$ cat config.mk
export PLATFORM = sky130hd
export DESIGN_NAME = modified_utf8_to_json_escape
export DESIGN_NICKNAME = d
export VERILOG_FILES = /design/src/sv/mu8je_pkg.sv /design/src/sv/modified_utf8_to_json_escape.sv /design/src/sv/mu8je_front.sv /design/src/sv/mu8je_fifo.sv /design/src/sv/mu8je_back.sv
export SDC_FILE = /design/constraint.sdc
export NUM_CORES = 1
export LEC_CHECK = 0
export BUFFER_PORTS_ARGS = -buffer_cell sky130_fd_sc_hd__buf_2
export CORE_ASPECT_RATIO = 1.2
export CORE_MARGIN = 2
export CORE_UTILIZATION = 45
export CTS_CLUSTER_DIAMETER = 30
export DETAILED_ROUTE_END_ITERATION = 7
export PLACE_DENSITY_LB_ADDON = 0.2
export SLEW_MARGIN = 20
export SYNTH_ARGS = -nofsm -noshare
export SYNTH_HDL_FRONTEND = slang
export SYNTH_HIERARCHICAL = 1
export SYNTH_SLANG_ARGS = --single-unit
$ cat constraint.sdc
create_clock -name clk -period 8.2 [get_ports clk]
set_input_delay 0.82 -clock clk [delete_from_list [all_inputs] [get_ports clk]]
set_output_delay 0.82 -clock clk [all_outputs]
set_load 0.1 [all_outputs]
$ cat src/sv/mu8je_pkg.sv
// shared types and constants for the modified utf-8 to json escape block
`timescale 1ns / 1ps

package mu8je_pkg;

    localparam logic [15:0] REPL_UNIT   = 16'hFFFD;
    localparam int          MAX_UNITS   = 3;
    localparam int          QUEUE_DEPTH = 4;
    localparam int          QPTR_W      = $clog2(QUEUE_DEPTH);
    localparam int          QCNT_W      = $clog2(QUEUE_DEPTH + 1);

    // bytes held of an unfinished sequence
    typedef enum logic [1:0] {
        PEND_NONE = 2'd0,
        PEND_ONE  = 2'd1,
        PEND_TWO  = 2'd2
    } pend_t;

    // how a unit is written as text
    typedef enum logic [1:0] {
        KIND_PLAIN = 2'd0,
        KIND_SHORT = 2'd1,
        KIND_HEX   = 2'd2
    } kind_t;

    // decoded units of one input byte
    typedef struct packed {
        logic [MAX_UNITS-1:0][15:0] units;
        logic [1:0]                 unit_cnt;
        logic                       str_end;
    } unit_rec_t;

endpackage

$ cat src/sv/modified_utf8_to_json_escape.sv
// top level of the modified utf-8 to json escaped text converter
`timescale 1ns / 1ps

// One raw byte is taken per cycle while the four-entry queue of decoded
// units has room; the decoder holds at most two bytes of an unfinished
// sequence. The text writer delivers one escaped character per cycle while
// the reader keeps popping, and a byte yields as many characters as it
// causes: none for a held lead byte, one for printable ASCII, two for a
// short escape, six for each \uXXXX escape, up to eighteen when a broken
// sequence is flushed. Sustained rate is therefore set by the text writer
// and the reader; input stalls (full high) only once the unit queue fills.

module modified_utf8_to_json_escape
    import mu8je_pkg::*;
(
    input  logic       clk,
    input  logic       rst_n,
    input  logic       push,
    output logic       full,
    input  logic [7:0] in_byte,
    input  logic       string_end,
    output logic       empty,
    input  logic       pop,
    output logic [6:0] out_char,
    output logic       run_last,
    output logic       text_end
);

    logic      accept;
    logic      rec_push;
    unit_rec_t rec_in;
    unit_rec_t rec_out;
    logic      q_full;
    logic      q_empty;
    logic      q_pop;

    assign full   = q_full;
    assign accept = push && !q_full;

    mu8je_front u_front (
        .clk        (clk),
        .rst_n      (rst_n),
        .accept     (accept),
        .in_byte    (in_byte),
        .string_end (string_end),
        .rec_push   (rec_push),
        .rec        (rec_in)
    );

    mu8je_fifo u_fifo (
        .clk     (clk),
        .rst_n   (rst_n),
        .wr_en   (rec_push),
        .wr_data (rec_in),
        .full    (q_full),
        .rd_en   (q_pop),
        .rd_data (rec_out),
        .empty   (q_empty)
    );

    mu8je_back u_back (
        .clk      (clk),
        .rst_n    (rst_n),
        .q_empty  (q_empty),
        .q_data   (rec_out),
        .q_pop    (q_pop),
        .empty    (empty),
        .pop      (pop),
        .out_char (out_char),
        .run_last (run_last),
        .text_end (text_end)
    );

endmodule

$ cat src/sv/mu8je_front.sv
// byte decoder: tracks pending sequence bytes and emits decoded units
`timescale 1ns / 1ps

module mu8je_front
    import mu8je_pkg::*;
(
    input  logic        clk,
    input  logic        rst_n,
    input  logic        accept,
    input  logic [7:0]  in_byte,
    input  logic        string_end,
    output logic        rec_push,
    output unit_rec_t   rec
);

    pend_t       pend_reg, pend_next;
    logic [7:0]  lead_reg, lead_next;
    logic [7:0]  cont_reg, cont_next;

    logic                       is_cont;
    logic                       is_lead;
    logic                       restart;
    logic [1:0]                 ucnt;
    logic [MAX_UNITS-1:0][15:0] units;

    always_ff @(posedge clk or negedge rst_n)
    begin
        if (!rst_n)
        begin
            pend_reg <= PEND_NONE;
            lead_reg <= 8'h00;
            cont_reg <= 8'h00;
        end
        else if (accept)
        begin
            pend_reg <= pend_next;
            lead_reg <= lead_next;
            cont_reg <= cont_next;
        end
    end

    always_comb
    begin
        is_cont   = (in_byte[7:6] == 2'b10);
        is_lead   = (in_byte[7:5] == 3'b110) || (in_byte[7:4] == 4'b1110);
        restart   = 1'b0;
        ucnt      = 2'd0;
        units     = {MAX_UNITS{REPL_UNIT}};
        pend_next = pend_reg;
        lead_next = lead_reg;
        cont_next = cont_reg;

        unique case (pend_reg)
            PEND_ONE:
            begin
                if (is_cont)
                begin
                    if (lead_reg[7:5] == 3'b110)
                    begin
                        units[ucnt] = {5'b0, lead_reg[4:0], in_byte[5:0]};
                        ucnt        = ucnt + 2'd1;
                        pend_next   = PEND_NONE;
                    end
                    else
                    begin
                        cont_next = in_byte;
                        pend_next = PEND_TWO;
                    end
                end
                else
                begin
                    units[ucnt] = REPL_UNIT;
                    ucnt        = ucnt + 2'd1;
                    pend_next   = PEND_NONE;
                    restart     = 1'b1;
                end
            end
            PEND_TWO:
            begin
                if (is_cont)
                begin
                    units[ucnt] = {lead_reg[3:0], cont_reg[5:0], in_byte[5:0]};
                    ucnt        = ucnt + 2'd1;
                    pend_next   = PEND_NONE;
                end
                else
                begin
                    units[ucnt] = REPL_UNIT;
                    ucnt        = ucnt + 2'd1;
                    units[ucnt] = REPL_UNIT;
                    ucnt        = ucnt + 2'd1;
                    pend_next   = PEND_NONE;
                    restart     = 1'b1;
                end
            end
            default:
            begin
                pend_next = PEND_NONE;
                restart   = 1'b1;
            end
        endcase

        // fresh lead byte
        if (restart)
        begin
            if (!in_byte[7])
            begin
                units[ucnt] = {8'h00, in_byte};
                ucnt        = ucnt + 2'd1;
            end
            else if (is_lead)
            begin
                lead_next = in_byte;
                pend_next = PEND_ONE;
            end
            else
            begin
                units[ucnt] = REPL_UNIT;
                ucnt        = ucnt + 2'd1;
            end
        end

        // flush at end of string
        if (string_end)
        begin
            if (pend_next == PEND_ONE)
            begin
                units[ucnt] = REPL_UNIT;
                ucnt        = ucnt + 2'd1;
            end
            else if (pend_next == PEND_TWO)
            begin
                units[ucnt] = REPL_UNIT;
                ucnt        = ucnt + 2'd1;
                units[ucnt] = REPL_UNIT;
                ucnt        = ucnt + 2'd1;
            end
            pend_next = PEND_NONE;
        end
    end

    assign rec.units    = units;
    assign rec.unit_cnt = ucnt;
    assign rec.str_end  = string_end;
    assign rec_push     = accept && (ucnt != 2'd0);

    pend_never_three: assert property (@(posedge clk) disable iff (!rst_n)
        pend_reg != 2'd3)
        else $error("pending count reached an unused code");

    end_clears_pending: assert property (@(posedge clk) disable iff (!rst_n)
        (accept && string_end) |=> (pend_reg == PEND_NONE))
        else $error("bytes still pending after end of string");

endmodule

$ cat src/sv/mu8je_fifo.sv
// small queue of decoded unit records between decoder and text writer
`timescale 1ns / 1ps

module mu8je_fifo
    import mu8je_pkg::*;
(
    input  logic       clk,
    input  logic       rst_n,
    input  logic       wr_en,
    input  unit_rec_t  wr_data,
    output logic       full,
    input  logic       rd_en,
    output unit_rec_t  rd_data,
    output logic       empty
);

    unit_rec_t           mem_reg [QUEUE_DEPTH];
    logic [QPTR_W-1:0]   wr_ptr_reg, wr_ptr_next;
    logic [QPTR_W-1:0]   rd_ptr_reg, rd_ptr_next;
    logic [QCNT_W-1:0]   cnt_reg, cnt_next;

    localparam logic [QCNT_W-1:0] DEPTH_CNT = QCNT_W'(QUEUE_DEPTH);

    assign full    = (cnt_reg == DEPTH_CNT);
    assign empty   = (cnt_reg == '0);
    assign rd_data = mem_reg[rd_ptr_reg];

    always_comb
    begin
        wr_ptr_next = wr_en ? wr_ptr_reg + 1'b1 : wr_ptr_reg;
        rd_ptr_next = rd_en ? rd_ptr_reg + 1'b1 : rd_ptr_reg;
        cnt_next    = cnt_reg;
        if (wr_en && !rd_en)
        begin
            cnt_next = cnt_reg + 1'b1;
        end
        else if (rd_en && !wr_en)
        begin
            cnt_next = cnt_reg - 1'b1;
        end
    end

    always_ff @(posedge clk or negedge rst_n)
    begin
        if (!rst_n)
        begin
            wr_ptr_reg <= '0;
            rd_ptr_reg <= '0;
            cnt_reg    <= '0;
        end
        else
        begin
            wr_ptr_reg <= wr_ptr_next;
            rd_ptr_reg <= rd_ptr_next;
            cnt_reg    <= cnt_next;
        end
    end

    always_ff @(posedge clk)
    begin
        if (wr_en)
        begin
            mem_reg[wr_ptr_reg] <= wr_data;
        end
    end

    no_write_when_full: assert property (@(posedge clk) disable iff (!rst_n)
        !(wr_en && full))
        else $error("record written into a full queue");

    no_read_when_empty: assert property (@(posedge clk) disable iff (!rst_n)
        !(rd_en && empty))
        else $error("record read from an empty queue");

endmodule

$ cat src/sv/mu8je_back.sv
// text writer: expands each decoded unit into escaped json characters
`timescale 1ns / 1ps

module mu8je_back
    import mu8je_pkg::*;
(
    input  logic       clk,
    input  logic       rst_n,
    input  logic       q_empty,
    input  unit_rec_t  q_data,
    output logic       q_pop,
    output logic       empty,
    input  logic       pop,
    output logic [6:0] out_char,
    output logic       run_last,
    output logic       text_end
);

    localparam logic [6:0] CH_BSLASH = 7'h5C;
    localparam logic [6:0] CH_U      = 7'h75;

    logic [1:0] ui_reg, ui_next;
    logic [2:0] ci_reg, ci_next;
    logic       valid_reg, valid_next;
    logic [6:0] char_reg, char_next;
    logic       rlast_reg, rlast_next;
    logic       tend_reg, tend_next;

    logic [15:0] unit;
    kind_t       kind;
    logic [6:0]  short_ch;
    logic [2:0]  last_ci;
    logic [3:0]  nib;
    logic [6:0]  cur_ch;
    logic        unit_done;
    logic        rec_done;
    logic        advance;

    always_comb
    begin
        unit     = q_data.units[ui_reg];
        short_ch = 7'h00;
        kind     = KIND_HEX;
        case (unit)
            16'h0022: short_ch = 7'h22;
            16'h005C: short_ch = 7'h5C;
            16'h0008: short_ch = 7'h62;
            16'h000C: short_ch = 7'h66;
            16'h000A: short_ch = 7'h6E;
            16'h000D: short_ch = 7'h72;
            16'h0009: short_ch = 7'h74;
            default:  short_ch = 7'h00;
        endcase
        if (short_ch != 7'h00)
        begin
            kind = KIND_SHORT;
        end
        else if (unit >= 16'h0020 && unit < 16'h007F)
        begin
            kind = KIND_PLAIN;
        end

        case (ci_reg)
            3'd2:    nib = unit[15:12];
            3'd3:    nib = unit[11:8];
            3'd4:    nib = unit[7:4];
            default: nib = unit[3:0];
        endcase

        cur_ch  = CH_BSLASH;
        last_ci = 3'd5;
        unique case (kind)
            KIND_PLAIN:
            begin
                cur_ch  = unit[6:0];
                last_ci = 3'd0;
            end
            KIND_SHORT:
            begin
                cur_ch  = (ci_reg == 3'd0) ? CH_BSLASH : short_ch;
                last_ci = 3'd1;
            end
            default:
            begin
                last_ci = 3'd5;
                if (ci_reg == 3'd0)
                begin
                    cur_ch = CH_BSLASH;
                end
                else if (ci_reg == 3'd1)
                begin
                    cur_ch = CH_U;
                end
                else if (nib < 4'd10)
                begin
                    cur_ch = 7'h30 + {3'b000, nib};
                end
                else
                begin
                    cur_ch = 7'h57 + {3'b000, nib};
                end
            end
        endcase

        unit_done = (ci_reg == last_ci);
        rec_done  = unit_done && (ui_reg == q_data.unit_cnt - 2'd1);
        advance   = !q_empty && (!valid_reg || pop);
        q_pop     = advance && rec_done;

        ui_next    = ui_reg;
        ci_next    = ci_reg;
        valid_next = valid_reg;
        char_next  = char_reg;
        rlast_next = rlast_reg;
        tend_next  = tend_reg;
        if (advance)
        begin
            valid_next = 1'b1;
            char_next  = cur_ch;
            rlast_next = rec_done;
            tend_next  = rec_done && q_data.str_end;
            if (!unit_done)
            begin
                ci_next = ci_reg + 3'd1;
            end
            else
            begin
                ci_next = 3'd0;
                ui_next = rec_done ? 2'd0 : ui_reg + 2'd1;
            end
        end
        else if (pop)
        begin
            valid_next = 1'b0;
        end
    end

    always_ff @(posedge clk or negedge rst_n)
    begin
        if (!rst_n)
        begin
            ui_reg    <= 2'd0;
            ci_reg    <= 3'd0;
            valid_reg <= 1'b0;
        end
        else
        begin
            ui_reg    <= ui_next;
            ci_reg    <= ci_next;
            valid_reg <= valid_next;
        end
    end

    always_ff @(posedge clk)
    begin
        char_reg  <= char_next;
        rlast_reg <= rlast_next;
        tend_reg  <= tend_next;
    end

    assign empty    = !valid_reg;
    assign out_char = char_reg;
    assign run_last = rlast_reg;
    assign text_end = tend_reg;

    char_index_range: assert property (@(posedge clk) disable iff (!rst_n)
        ci_reg <= 3'd5)
        else $error("character index out of range");

    pop_restarts_record: assert property (@(posedge clk) disable iff (!rst_n)
        q_pop |=> (ui_reg == 2'd0 && ci_reg == 3'd0 && run_last))
        else $error("record retired without a final character");

endmodule

### Word level (Yosys, flattened, before mapping)

Memories as Yosys holds them, arrays and structs flattened.
Index checks and enable logic that the tools add are counted.

| word-level totals | value |
|---|---|
| bits in registers | 38 |
| memory bits (writable) | 204 |
| bits of input ports | 13 |
| output and inout port bits | 11 |
| logic and storage cells | 154 |
| memories kept | 1 |

| operators by class | value |
|---|---|
| add/sub/neg operators | 12 |
| $lt $le $gt $ge | 10 |
| eq/ne operators | 23 |
| muxes and demuxes | 56 |
| bitwise logic cells | 10 |
| reductions and logical operators | 30 |

Memories:

| memory | depth | width | rd ports | clocked after Yosys merged registers in | wr ports | line | source |
|---|---|---|---|---|---|---|---|
| u_fifo.mem_reg | 4 | 51 | 1 | 0 | 1 | mu8je_fifo.sv:17 | `unit_rec_t mem_reg [QUEUE_DEPTH];` |

Operators by type and width:

| kind | count |
|---|---|
| $mux 48 | 6 |
| $or 45x45->45 | 3 |
| $mux 16 | 7 |
| $demux 16 s2 | 3 |
| $eq 16x4->1 const B | 5 |
| $pmux 7 s7 | 1 |
| $bwmux 48 | 1 |
| $mux 2 | 17 |
| $bmux 16 s2 | 1 |
| $pmux 16 s2 | 1 |
| $mux 7 | 4 |
| $eq 16x6->1 const B | 1 |
| $eq 16x7->1 const B | 1 |
| $ge 16x6->1 const B | 1 |
| $lt 16x7->1 const B | 1 |
| $pmux 7 s2 | 1 |
| $add 2x1->2 const B | 6 |
| $eq 3x3->1 const B | 4 |
| $logic_and 1x1->1 | 12 |
| $lt 2x3->1 const B | 4 |
| $pmux 4 s3 | 1 |
| $mux 3 | 3 |
| $not 3->3 | 3 |
| $mux 1 | 8 |
| other kinds (28) | 46 |

### Depth between registers and ports, before layout

| depth | value |
|---|---|
| depth in word-level cells | 19 |
| gate-level depth with buffers | 20 |
| mapped depth without buffers | 19 |

### Modules after synthesis

The synthesis kept the hierarchy.

Modules (own cells, without submodules):

| module | times used | cells each | area an instance (sq um) | seq. area each (sq um) |
|---|---|---|---|---|
| mu8je_fifo | 1 | 301 | 7816.2 | 6301.0 |
| mu8je_back | 1 | 205 | 1828.0 | 420.4 |
| mu8je_front | 1 | 180 | 1486.4 | 400.4 |
| modified_utf8_to_json_escape | 1 | 1 | 13.8 | 0.0 |

### Worst setup path after synthesis

Ideal clock, no wire load.

| timing path | value |
|---|---|
| kind | input to register |
| start point | input port in_byte[6] |
| end point | memory u_fifo/mem_reg[0][0] (netlist name) (enable) |
| setup time | 0.414 ns |
| arrival | 4.339 ns |
| data required time | 7.786 ns |
| slack | 3.447 ns |
| stages on the path | 14 |
| path buffers | 2 |
| path through | buf_2 nand2b_1 buf_4 o21ai_0 a21o_2 ha_1 a21boi_0 a221o_1 inv_1 ha_1 o22ai_1 a22o_1 o21a_1 and2_1 |

RTL lines:

| what | line | source |
|---|---|---|
| from (decl) | modified_utf8_to_json_escape.sv:20 | `input logic [7:0] in_byte,` |
| to (decl) | mu8je_fifo.sv:17 |  |

==> flow_summary.json <==
{
  "outcome": "finished clean",
  "fmax_mhz": 199,
  "cpPeakStageDelay_ps": 740,
  "synth_top_area_frac": 0.574,
  "die_width_microns": 148,
  "cp_num_buf_inv": 3,
  "setup_viol": 0,
  "crit_top_cell": "inv_1",
  "ys_async_sr_fraction": 0.120,
  "fin_crit_ps": 5030,
  "dominantRegCellSynth": "edfxtp_1",
  "drtIter0Drc": 449,
  "fin_cells": 1075,
  "gp_congestion": 0.916,
  "fill_cells": 1918,
  "critical_path_class": "reg2reg",
  "ys_seq_area_frac": 0.639,
  "clk_latency_ps": 520,
  "sequentialPowerShare": 0.336,
  "vias": 6034,
  "finalCritPeriodShare": 0.614,
  "slowest_stage": "a2bb2oi_1",
  "cts_sinks": 242,
  "synth-seq-cells": 242,
  "wl_per_cell_microns": 20.6,
  "max_slew_margin": 0.361,
  "cp-end-kind": "flop",
  "syn_area_sq_um": 11100,
  "yosysUniqueCellTypes": 76,
  "clk_path_buf_depth": 3,
  "htreeDepth": 2,
  "synth_fp_nets": 720,
  "post_cts_buffers": 0,
  "drc_errors": 0,
  "fp.dieH_microns": 176,
  "cp_cell_sequence": "buf_16 -> mux4_2 -> mux2i_1 -> a2bb2oi_1 -> o2111ai_1 -> o31a_1 -> o22a_1 -> mux2i_2 -> o21ai_2 -> nor3_1 -> inv_1 -> ha_1 -> inv_1 -> fa_1 -> mux2_2",
  "core_sq_um": 24500,
  "maxCapViolations": 0,
  "hpwl_microns": 13300,
  "pwr-share-clk": 0.358,
  "nets": 749,
  "worstPathArrival_ps": 5450,
  "wl_microns": 22100,
  "tightestPinTransition_ps": 958,
  "worstPathRequired_ps": 8610,
  "synthTopCellsByArea": "edfxtp_1, mux4_2, dfrtp_1",
  "io_buffer_count": 23,
  "syn2layout_area_growth_pct": 15.4,
  "sw_frac_of_total": 0.335,
  "hold_viol_final": 0,
  "grtUsageTotal": 0.174,
  "start_kind": "flop",
  "setup_tns_ps": 0,
  "yosys.area.top_type": "edfxtp_1",
  "grt_overflow": 0,
  "finalPower_uw": 5040,
  "intPower_uw": 3350,
  "rsz0062_at_grt": "false",
  "dr.pass1.iters": 6,
  "vias_per_cell": 5.61,
  "path_clk_slew_ps": 50,
  "dieArea_sq_um": 26000,
  "ant_nets": 0,
  "slew_violations": 0,
  "io_pins": 24,
  "n_antenna_cell": 0,
  "row_count": 63,
  "peakVddDrop_mv": 0.200,
  "netlist_instances": 687,
  "ys.warnings.count": 6,
  "hold_path.class": "in2async",
  "cts_tree": "yes",
  "combPwrFrac": 0.306,
  "fin_skew_ps": 15.9,
  "p_switching_uw": 1690,
  "synth_edf_count": 213,
  "p_per_area_nw_per_um2": 392,
  "largest_reg_flops": 204,
  "hold_slack_ps": 362,
  "cp_max_fo": 33,
  "dp_cells": 995,
  "cts_resized": 0,
  "cts-root-buf": "clkbuf_16",
  "syn_area_per_cell_sq_um": 16.2,
  "path_delay_family": "compound AO/OA/AOI/OAI gates",
  "cts_hold_buf": 0,
  "grt_pass1_wl_microns": 35000,
  "initial_core_util": 0.455,
  "grt_max_degree": 54,
  "drive_gt1_frac": 0.263,
  "grt_pass1_vias": 6448,
  "leakage_uw": 0.00413,
  "cts_buffers": 43,
  "antenna_found_initial": 0
}
==> kinds of logic (layout without fill, tap and decap cells) <==
group	count (synthesis)	count (layout)	share of synthesized area
AO/OA/AOI/OAI	116	116	0.0770
XOR/XNOR	11	11	0.00864
adder cells (fa/ha/maj)	20	20	0.0231
buffers and inverters	70	133	0.0443
flip-flops	242	242	0.639
multiplexers	83	83	0.135
AND/OR/NAND/NOR	145	145	0.0731
==> cell usage in the layout (no fill, tap or decap), types with 6 or more instances in the layout <==
cell / netlist / final
o21ai_0: 29 / 29
o22ai_1: 8 / 8
a21oi_1: 16 / 16
buf_2: 10 / 23
nand2b_1: 28 / 28
nand3_1: 12 / 12
nand2_1: 28 / 28
clkbuf_16: 0 / 43
nor2_1: 23 / 23
clkinv_4: 0 / 9
inv_1: 21 / 21
edfxtp_1: 213 / 213
nor3_1: 9 / 9
mux2i_1: 17 / 17
o2bb2ai_1: 9 / 9
buf_4: 20 / 9
nor2b_1: 8 / 8
dfrtp_1: 29 / 27
ha_1: 19 / 19
mux2_2: 13 / 13
bufinv_16: 0 / 6
xnor2_1: 7 / 7
mux4_2: 48 / 48
inv_6: 0 / 8
==> worst register-to-register path: stages, from the launching register on <==
cell	delay, ps
dfrtp_4	690
buf_16	310
mux4_2	540
mux2i_1	140
a2bb2oi_1	740
o2111ai_1	250
o31a_1	200
o22a_1	260
mux2i_2	260
o21ai_2	120
nor3_1	360
inv_1	90
ha_1	210
inv_1	80
fa_1	400
mux2_2	260
==> synthesized netlist by cell type, types with 10 or more instances <==
master,instances
nor2_1,23
o21ai_0,29
edfxtp_1,213
nand2_1,28
inv_1,21
buf_2,10
nand2b_1,28
a21oi_1,16
buf_4,20
mux2i_1,17
dfrtp_1,29
nand3_1,12
mux2_2,13
mux4_2,48
ha_1,19
==> power groups by stage <==
stage	sequential, uW	combinational (uW)	clock, uW
after global placement	1750	1470	0
after CTS	1740	1500	1840
after detailed placement	1760	1490	0
after global routing	1720	1690	1900
final	1690	1540	1810
after floorplan	1810	1160	0
==> routing by layer <==
metal,track usage,share of wire,up-vias
li1,-,-,2770
met1,0.219,0.41,3045
met2,0.305,0.52,167
met3,0.0323,0.047,52
met4,0.0597,0.023,0
met5,0,0,-
==> final timing paths <==
path / startpoint / endpoint / slack (ps) / cells past startpoint
setup / recovery: u_fifo/rd_ptr_reg[0]$_DFFE_PN0P_ / u_fifo/cnt_reg[1]$_DFFE_PN0P_ / 3170 / 15
setup reg to reg: u_fifo/rd_ptr_reg[0]$_DFFE_PN0P_ / u_fifo/cnt_reg[1]$_DFFE_PN0P_ / 3170 / 15
max in group asynchronous: rst_n / u_fifo/rd_ptr_reg[0]$_DFFE_PN0P_ / 7300 / 1
hold reg to reg: u_front/lead_reg[7]$_DFFE_PN0P_ / u_front/lead_reg[7]$_DFFE_PN0P_ / 480 / 1
hold / removal: rst_n / u_front/pend_reg[1]$_DFFE_PN0P_ / 360 / 1
min in group clk: u_front/lead_reg[7]$_DFFE_PN0P_ / u_front/lead_reg[7]$_DFFE_PN0P_ / 480 / 1
==> per-stage QoR <==
step	util	cell area (sq um)	setup WS (ps)
after floorplan	-	11100	3450
after global placement	0.462	11300	3040
after detailed placement	0.462	11300	2900
after CTS	0.524	12800	2900
after global routing	0.525	12900	2720
final	0.525	12900	3170
==> cell type report <==
cell class | instances | area (sq um) | area share
Multi-Input combinational cell | 375 | 3530 | 0.275
Timing Repair Buffer | 33 | 210 | 0.0163
Sequential cell | 242 | 7130 | 0.554
Inverter | 21 | 78.8 | 0.00613
Clock buffer | 45 | 1080 | 0.0842
Clock inverter | 34 | 422 | 0.0328
Tap cell | 325 | 407 | 0.0316
Note: power is estimated with default switching activity, not from simulation.
